### src/assert_macros.svh
// ----------------------------------------------------------------------------
// Assertion macros
// Shared concurrent assertion wrappers; define ASSERT_OFF to compile them out.
// ----------------------------------------------------------------------------
`ifndef ASSERT_MACROS_SVH
`define ASSERT_MACROS_SVH

`ifndef ASSERT_OFF
`define XRR_ASSERT(lbl, clk, rst_n, prop) \
    lbl: assert property (@(posedge clk) disable iff (!rst_n) prop) \
        else $error("assertion failed");
`define XRR_ASSERT_NEVER(lbl, clk, rst_n, expr) \
    lbl: assert property (@(posedge clk) disable iff (!rst_n) !(expr)) \
        else $error("forbidden condition seen");
`else
`define XRR_ASSERT(lbl, clk, rst_n, prop)
`define XRR_ASSERT_NEVER(lbl, clk, rst_n, expr)
`endif

`endif

### src/xrr_pkg.sv
// ----------------------------------------------------------------------------
// xrr_pkg
// Constants, mode codes and controller/datapath interface types.
// ----------------------------------------------------------------------------
package xrr_pkg;

    localparam int DATA_W = 32;
    localparam int CNT_W  = $clog2(DATA_W);

    localparam int SHIFT_A = 13;
    localparam int SHIFT_B = 17;
    localparam int SHIFT_C = 5;

    localparam logic [DATA_W-1:0] SCRAMBLE_MUL = 32'd314159265;
    localparam logic [DATA_W-1:0] SEED_RESET   = 32'd1;
    localparam logic [CNT_W-1:0]  DIV_LAST     = CNT_W'(DATA_W - 1);

    localparam logic [2:0] MODE_RAW    = 3'd0;
    localparam logic [2:0] MODE_MOD    = 3'd1;
    localparam logic [2:0] MODE_RANGE  = 3'd2;
    localparam logic [2:0] MODE_CHANCE = 3'd3;
    localparam logic [2:0] MODE_HASH   = 3'd4;

    typedef struct packed {
        logic seed_load;
        logic load;
        logic scramble;
        logic div_step;
        logic add;
        logic chmul;
        logic chcmp;
        logic out_load;
    } t_cmd;

    typedef struct packed {
        logic use_div;
        logic use_chance;
        logic div_last;
    } t_sts;

    function automatic logic [DATA_W-1:0] mix(input logic [DATA_W-1:0] x);
        logic [DATA_W-1:0] y;
        y = x ^ (x << SHIFT_A);
        y = y ^ (y >> SHIFT_B);
        y = y ^ (y << SHIFT_C);
        return y;
    endfunction

endpackage

### src/xrr_ctrl.sv
// ----------------------------------------------------------------------------
// xrr_ctrl
// Sequencer: accept a transaction, step the datapath, hand off the result.
// ----------------------------------------------------------------------------
`include "assert_macros.svh"

module xrr_ctrl
    import xrr_pkg::*;
(
    input  logic i_clk,
    input  logic i_rst_n,
    input  logic i_valid,
    output logic o_stall,
    input  logic i_cfg_valid,
    output logic o_cfg_ready,
    output logic o_valid,
    input  logic i_stall,
    input  t_sts i_sts,
    output t_cmd o_cmd
);

    typedef enum logic [6:0] {
        S_IDLE = 7'b0000001,
        S_SCR  = 7'b0000010,
        S_DIV  = 7'b0000100,
        S_ADD  = 7'b0001000,
        S_CMUL = 7'b0010000,
        S_CCMP = 7'b0100000,
        S_DONE = 7'b1000000
    } t_state;

    t_state r_state, n_state;
    logic   r_out_valid, n_out_valid;
    t_cmd   cmd;

    assign o_stall     = (r_state != S_IDLE) || i_cfg_valid;
    assign o_cfg_ready = (r_state == S_IDLE);
    assign o_valid     = r_out_valid;
    assign o_cmd       = cmd;

    always_comb begin
        n_state     = r_state;
        cmd         = '0;
        n_out_valid = r_out_valid;
        if (r_out_valid && !i_stall) begin
            n_out_valid = 1'b0;
        end
        unique case (r_state)
            S_IDLE: begin
                if (i_cfg_valid) begin
                    cmd.seed_load = 1'b1;
                end else if (i_valid) begin
                    cmd.load = 1'b1;
                    n_state  = S_SCR;
                end
            end
            S_SCR: begin
                cmd.scramble = 1'b1;
                if (i_sts.use_div) begin
                    n_state = S_DIV;
                end else if (i_sts.use_chance) begin
                    n_state = S_CMUL;
                end else begin
                    n_state = S_DONE;
                end
            end
            S_DIV: begin
                cmd.div_step = 1'b1;
                if (i_sts.div_last) begin
                    n_state = S_ADD;
                end
            end
            S_ADD: begin
                cmd.add = 1'b1;
                n_state = S_DONE;
            end
            S_CMUL: begin
                cmd.chmul = 1'b1;
                n_state   = S_CCMP;
            end
            S_CCMP: begin
                cmd.chcmp = 1'b1;
                n_state   = S_DONE;
            end
            S_DONE: begin
                if (!r_out_valid || !i_stall) begin
                    cmd.out_load = 1'b1;
                    n_out_valid  = 1'b1;
                    n_state      = S_IDLE;
                end
            end
            default: begin
                n_state = S_IDLE;
            end
        endcase
    end

    always_ff @(posedge i_clk) begin
        if (!i_rst_n) begin
            r_state     <= S_IDLE;
            r_out_valid <= 1'b0;
        end else begin
            r_state     <= n_state;
            r_out_valid <= n_out_valid;
        end
    end

    `XRR_ASSERT(a_accept_starts, i_clk, i_rst_n, (i_valid && !o_stall) |=> (r_state == S_SCR))
    `XRR_ASSERT(a_div_ends, i_clk, i_rst_n, (r_state == S_DIV && i_sts.div_last) |=> (r_state == S_ADD))
    `XRR_ASSERT_NEVER(a_no_overwrite, i_clk, i_rst_n, cmd.out_load && r_out_valid && i_stall)

endmodule

### src/xrr_dp.sv
// ----------------------------------------------------------------------------
// xrr_dp
// Generator state, shared multiplier, bit-serial remainder and chance compare.
// ----------------------------------------------------------------------------
`include "assert_macros.svh"

module xrr_dp
    import xrr_pkg::*;
(
    input  logic              i_clk,
    input  logic              i_rst_n,
    input  t_cmd              i_cmd,
    output t_sts              o_sts,
    input  logic [DATA_W-1:0] i_seed,
    input  logic [2:0]        i_mode,
    input  logic [DATA_W-1:0] i_limit_low,
    input  logic [DATA_W-1:0] i_limit_high,
    input  logic [DATA_W-1:0] i_chance_num,
    input  logic [DATA_W-1:0] i_chance_den,
    input  logic [DATA_W-1:0] i_hash_offset,
    output logic [DATA_W-1:0] o_value,
    output logic              o_hit
);

    logic [DATA_W-1:0]   r_gen;
    logic [2:0]          r_mode;
    logic [DATA_W-1:0]   r_mixed;
    logic [DATA_W-1:0]   r_num;
    logic [DATA_W-1:0]   r_den;
    logic [DATA_W-1:0]   r_span;
    logic [DATA_W-1:0]   r_base;
    logic [DATA_W-1:0]   r_val;
    logic [DATA_W-1:0]   r_rem;
    logic [CNT_W-1:0]    r_cnt;
    logic [2*DATA_W-1:0] r_prod;
    logic                r_hit;
    logic [DATA_W-1:0]   r_out_value;
    logic                r_out_hit;

    logic              lo_gt;
    logic [DATA_W-1:0] rng_base;
    logic [DATA_W-1:0] rng_top;
    logic [DATA_W-1:0] mul_a;
    logic [DATA_W-1:0] mul_b;
    logic [2*DATA_W-1:0] mul_p;
    logic [2*DATA_W-1:0] rhs;
    logic [DATA_W:0]   trial;
    logic [DATA_W:0]   trial_sub;

    assign lo_gt    = i_limit_low > i_limit_high;
    assign rng_base = lo_gt ? i_limit_high : i_limit_low;
    assign rng_top  = lo_gt ? i_limit_low : i_limit_high;

    assign mul_a = i_cmd.scramble ? r_mixed : r_val;
    assign mul_b = i_cmd.scramble ? SCRAMBLE_MUL : r_den;
    assign mul_p = {{DATA_W{1'b0}}, mul_a} * {{DATA_W{1'b0}}, mul_b};

    // num * (2^32 - 1) = (num << 32) - num
    assign rhs = {r_num, {DATA_W{1'b0}}} - {{DATA_W{1'b0}}, r_num};

    assign trial     = {r_rem, r_val[DATA_W-1]};
    assign trial_sub = trial - {1'b0, r_span};

    assign o_sts.use_div    = ((r_mode == MODE_MOD) || (r_mode == MODE_RANGE))
                              && (r_span != '0);
    assign o_sts.use_chance = (r_mode == MODE_CHANCE);
    assign o_sts.div_last   = (r_cnt == DIV_LAST);

    assign o_value = r_out_value;
    assign o_hit   = r_out_hit;

    always_ff @(posedge i_clk) begin
        if (!i_rst_n) begin
            r_gen <= SEED_RESET;
        end else if (i_cmd.seed_load) begin
            r_gen <= i_seed;
        end else if (i_cmd.load && (i_mode != MODE_HASH)) begin
            r_gen <= mix(r_gen);
        end
    end

    always_ff @(posedge i_clk) begin
        if (i_cmd.load) begin
            r_mode  <= i_mode;
            r_num   <= i_chance_num;
            r_den   <= i_chance_den;
            r_hit   <= 1'b0;
            r_mixed <= mix((i_mode == MODE_HASH) ? i_hash_offset : r_gen);
            if (i_mode == MODE_RANGE) begin
                r_base <= rng_base;
                r_span <= rng_top - rng_base + 32'd1;
            end else begin
                r_base <= '0;
                r_span <= i_limit_high + 32'd1;
            end
        end
        if (i_cmd.scramble) begin
            r_val <= mul_p[DATA_W-1:0];
            r_rem <= '0;
            r_cnt <= '0;
        end
        if (i_cmd.div_step) begin
            r_val <= r_val << 1;
            r_cnt <= r_cnt + 1'b1;
            if (!trial_sub[DATA_W]) begin
                r_rem <= trial_sub[DATA_W-1:0];
            end else begin
                r_rem <= trial[DATA_W-1:0];
            end
        end
        if (i_cmd.add) begin
            r_val <= r_rem + r_base;
        end
        if (i_cmd.chmul) begin
            r_prod <= mul_p;
        end
        if (i_cmd.chcmp) begin
            r_hit <= r_prod < rhs;
        end
        if (i_cmd.out_load) begin
            r_out_value <= r_val;
            r_out_hit   <= r_hit;
        end
    end

    `XRR_ASSERT(a_rem_bound, i_clk, i_rst_n, i_cmd.div_step |=> (r_rem < r_span))
    `XRR_ASSERT(a_hash_keeps_state, i_clk, i_rst_n, (i_cmd.load && !i_cmd.seed_load && i_mode == MODE_HASH) |=> $stable(r_gen))

endmodule

### src/xorshift_range_random.sv
// Accept, then scramble on the shared 32x32 multiplier; modulo and range (nonzero span)
// then run the 32-step bit-serial remainder and add the base, chance multiplies and compares,
// raw and hash go to the output. Input stalls until the result is in the output register.
// A finished result waits in the output register while the next transaction is taken.
// Reset (synchronous, active low) loads the generator state with 1 and clears control.
// ----------------------------------------------------------------------------
// xorshift_range_random
// Xorshift generator with multiplicative scrambler, bounded and chance outputs.
// ----------------------------------------------------------------------------
module xorshift_range_random
    import xrr_pkg::*;
(
    input  logic              i_clk,
    input  logic              i_rst_n,
    input  logic              i_valid,
    output logic              o_stall,
    input  logic [2:0]        i_mode,
    input  logic [DATA_W-1:0] i_limit_low,
    input  logic [DATA_W-1:0] i_limit_high,
    input  logic [DATA_W-1:0] i_chance_num,
    input  logic [DATA_W-1:0] i_chance_den,
    input  logic [DATA_W-1:0] i_hash_offset,
    output logic              o_valid,
    input  logic              i_stall,
    output logic [DATA_W-1:0] o_value,
    output logic              o_hit,
    input  logic              i_cfg_valid,
    output logic              o_cfg_ready,
    input  logic [DATA_W-1:0] i_seed
);

    t_cmd cmd;
    t_sts sts;

    xrr_ctrl u_ctrl (
        .i_clk       (i_clk),
        .i_rst_n     (i_rst_n),
        .i_valid     (i_valid),
        .o_stall     (o_stall),
        .i_cfg_valid (i_cfg_valid),
        .o_cfg_ready (o_cfg_ready),
        .o_valid     (o_valid),
        .i_stall     (i_stall),
        .i_sts       (sts),
        .o_cmd       (cmd)
    );

    xrr_dp u_dp (
        .i_clk         (i_clk),
        .i_rst_n       (i_rst_n),
        .i_cmd         (cmd),
        .o_sts         (sts),
        .i_seed        (i_seed),
        .i_mode        (i_mode),
        .i_limit_low   (i_limit_low),
        .i_limit_high  (i_limit_high),
        .i_chance_num  (i_chance_num),
        .i_chance_den  (i_chance_den),
        .i_hash_offset (i_hash_offset),
        .o_value       (o_value),
        .o_hit         (o_hit)
    );

endmodule

### config.mk
export PLATFORM = sky130hd
export DESIGN_NAME = xorshift_range_random
export DESIGN_NICKNAME = d
export VERILOG_FILES = /design/src/xrr_pkg.sv /design/src/xrr_ctrl.sv /design/src/xrr_dp.sv /design/src/xorshift_range_random.sv
export VERILOG_INCLUDE_DIRS = /design/src /design/src/src
export SDC_FILE = /design/constraint.sdc
export NUM_CORES = 2
export LEC_CHECK = 0
export BUFFER_PORTS_ARGS = -buffer_cell sky130_fd_sc_hd__buf_2
export CAP_MARGIN = 20
export CORE_ASPECT_RATIO = 0.8
export CORE_MARGIN = 10
export CORE_UTILIZATION = 30
export CTS_CLUSTER_DIAMETER = 200
export CTS_CLUSTER_SIZE = 16
export DETAILED_ROUTE_END_ITERATION = 8
export PLACE_DENSITY_LB_ADDON = 0.15
export SYNTH_ARGS = -nofsm -noshare
export SYNTH_HDL_FRONTEND = slang
export SYNTH_HIERARCHICAL = 1
export SYNTH_SLANG_ARGS = --single-unit
export TNS_END_PERCENT = 1
### constraint.sdc
create_clock -name i_clk -period 12.7 [get_ports i_clk]
set_clock_uncertainty 0.2 [all_clocks]
set_input_delay 2.54 -clock i_clk [delete_from_list [all_inputs] [get_ports i_clk]]
set_output_delay 2.54 -clock i_clk [all_outputs]
set_load 0.005 [all_outputs]
==> impl_metrics.json <==
{
  "rsz0062_at_grt": "false",
  "grtUsageTotal_pct": 21.5,
  "cp_data_arrival_time_ns": 11.36,
  "synthTopCellsByCount": "inv_1, fa_1, nand2_1",
  "synth.yosys.warnings": 6,
  "met2_usage_pct": 32.9,
  "tns_ns": 0,
  "num_vias": 45200,
  "cts_buffers": 27,
  "first_iter_violations": 4276,
  "viasPerCell": 5.05,
  "overflow": 0,
  "cts_tree": "yes",
  "grt_use_met1_pct": 30.7,
  "fin_crit_ns": 11.14,
  "synth_top_cell_by_area": "fa_1",
  "relSlewSlack_pct": 23.6,
  "cp.required_ns": 12.92,
  "drt_wl_total_um": 230000,
  "wl_per_cell_um": 25.7,
  "postCtsHoldBufs": 0,
  "placement_rows": 143,
  "postCtsSetupRepairBufs": 0,
  "synthesis.nets": 7809,
  "final_max_slew_viol_count": 0,
  "hp-class": "flip-flop to flip-flop",
  "syn_area_um2": 57700,
  "dpl.hpwl_um": 190000,
  "cts.htree.levels": 1,
  "num_io_pins": 236,
  "fillerInstances": 20100,
  "start_util_pct": 30.3,
  "synth_top_cell_area_share_pct": 31.2,
  "critPathMostFrequentCell": "fa_1",
  "synth.area.top_cells": "fa_1, edfxtp_1, ha_1",
  "cpPeakStageDelay_ns": 0.89,
  "final_net_count": 7954,
  "core_area_um2": 191000,
  "synth_cells": 6255,
  "finalSetupViolCount": 0,
  "drive_gt1_share_pct": 7.56,
  "cap_viol_max_count": 0,
  "clkLatencyLatePin_ns": 0.68,
  "synthArstFlopShare_pct": 0,
  "reg2reg_slack_ns": 1.56,
  "critPathSlowestCell": "a21oi_1",
  "grt_pass1_wl_um": 332000,
  "status": "completed",
  "die_x_um": 510,
  "root_buffer": "clkbuf_16",
  "worst_pin_slew_ns": 1.15,
  "syn_area_per_cell_um2": 9.23,
  "grt_use_met3_pct": 3.87,
  "area_growth_pct": 9.21,
  "ant_nets": 0,
  "final_cells": 8957,
  "yosysSeqAreaShare_pct": 18.6,
  "critPathCaptureType": "flip-flop",
  "cts.reportedPaths.clkPinSlew_ns": 0.09,
  "portBuffers": 235,
  "synth_enable_flop_cells": 330,
  "fin_crit_sh_pct": 87.7,
  "busiest_layer": "met2",
  "yosys_register_bits": 370,
  "clkSinkCount": 370,
  "start_kind": "flip-flop",
  "hold_viol_final": 0,
  "dr.pass1.iters": 6,
  "grt_pass1_vias": 46800,
  "cts_resized": 0,
  "die-area_um2": 210000,
  "synth-main-ff-cell": "edfxtp_1",
  "grt_max_degree": 78,
  "synth_most_common_cell": "inv_1",
  "synth_cell_types": 87,
  "placed_cells": 8904,
  "fmax_ghz": 0.0898,
  "gp_congestion": 0.939,
  "crit_type": "flip-flop to flip-flop",
  "die-height_um": 412,
  "clk_path_buf_depth": 3,
  "antenna_found_initial": 29,
  "route.detailed.drc": 0,
  "crit_path_max_fanout": 35
}
==> metrics by stage <==
| step | setup slack, ns | util [%] | area, um^2 | hold slack (ns) |
|---|---|---|---|---|
| after CTS | 1.79 | 33.1 | 63000 | 0.238 |
| after global routing | 1.18 | 33.1 | 63000 | 0.259 |
| after floorplan | 3.31 | - | 57700 | 0.200 |
| after detailed placement | 1.89 | 32.7 | 62200 | 0.214 |
| final | 1.56 | 33.1 | 63000 | 0.235 |
| after global placement | 1.66 | 32.6 | 62100 | 0.228 |
==> metal layers <==
layer | vias up | share of wire, %
li1 | 20200 | -
met1 | 23200 | 46
met2 | 1482 | 44
met3 | 305 | 6.8
met4 | 14 | 3.9
met5 | - | 0.033
==> critical path: cells and delay by family (launching register included) <==
kind,cells,cell delay [ns]
AND/OR/NAND/NOR,9,1.85
AO/OA/AOI/OAI,6,2.63
XOR/XNOR,1,0.08
adder cells (fa/ha/maj),9,4.57
buffers and inverters,4,1.06
flip-flops,1,0.40
==> flip-flops by register name, summed over array words and instances, names as in the netlist <==
signal,cells
u_dp/r_span,32
u_dp/r_rem,32
u_dp/r_val,32
u_dp/r_cnt,5
u_dp/r_den,32
u_dp/r_prod,64
u_dp/r_hit,1
u_dp/o_value,32
u_ctrl/r_state,7
u_dp/r_mixed,32
u_dp/r_gen,32
u_ctrl/o_valid,1
u_dp/o_hit,1
u_dp/r_mode,3
u_dp/r_base,32
u_dp/r_num,32
==> layout make-up <==
cell class	count	area (um^2)	share of cell area (%)
multi-input combinational	4658	42500	67.4
timing repair buffer	375	2240	3.56
clock buffer	39	721	1.14
inverter	968	3640	5.77
sequential	370	10700	17.0
tap	2537	3170	5.04
antenna	7	17.5	0.0278
clock inverter	3	37.5	0.0596
==> cell families (layout without fill, tap and decap cells) <==
kind of cell | count (synthesis) | count (layout) | synth area share (%)
other cells | 0 | 7 | 0
compound gates | 871 | 871 | 9.35
fa+ha+maj | 1355 | 1355 | 41.1
flops | 370 | 370 | 18.6
mux | 45 | 45 | 0.785
simple gates | 2021 | 2021 | 16.6
buf+inv | 1227 | 1385 | 8.05
xor+xnor | 366 | 366 | 5.55
==> cell usage in the layout (no fill, tap or decap), drive strengths merged, types with 9 or more instances in the layout <==
master  netlist  final
nand3        52     52
inv         968    971
o211ai       10     10
a211o         9      9
clkbuf      238     40
fa          899    899
a21o        154    154
o21bai       24     24
ha          455    455
or2          19     19
buf          21    374
nor2        482    482
nor4         22     22
o21a         25     25
or3          41     41
a211oi       37     37
edfxtp      330    330
nand4        47     47
nor3         41     41
nor2b        79     79
and3         21     21
a21oi       279    279
a31oi        20     20
xnor2       248    248
xor2        118    118
and4         10     10
o31ai        16     16
nand2b       26     26
o21ai       236    236
nand2       748    748
dfxtp        40     40
mux2i        43     43
and2        402    402
==> path summary, 6_finish.rpt <==
| check | from | cells past startpoint | end |
|---|---|---|---|
| hold / removal | u_dp/r_hit$_SDFFCE_PN0P_ | 0 | u_dp/o_hit$_DFFE_PP_ |
| setup / recovery | u_ctrl/r_state[6]$_SDFFE_PN0P_ | 29 | u_dp/r_prod[62]$_DFFE_PP_ |
| hold reg to reg | u_dp/r_hit$_SDFFCE_PN0P_ | 0 | u_dp/o_hit$_DFFE_PP_ |
| setup reg to reg | u_ctrl/r_state[6]$_SDFFE_PN0P_ | 29 | u_dp/r_prod[62]$_DFFE_PP_ |
Power is left out: the tool's default activity adds up to more than one toggle a clock period on the data nets, which glitch-free logic cannot reach.
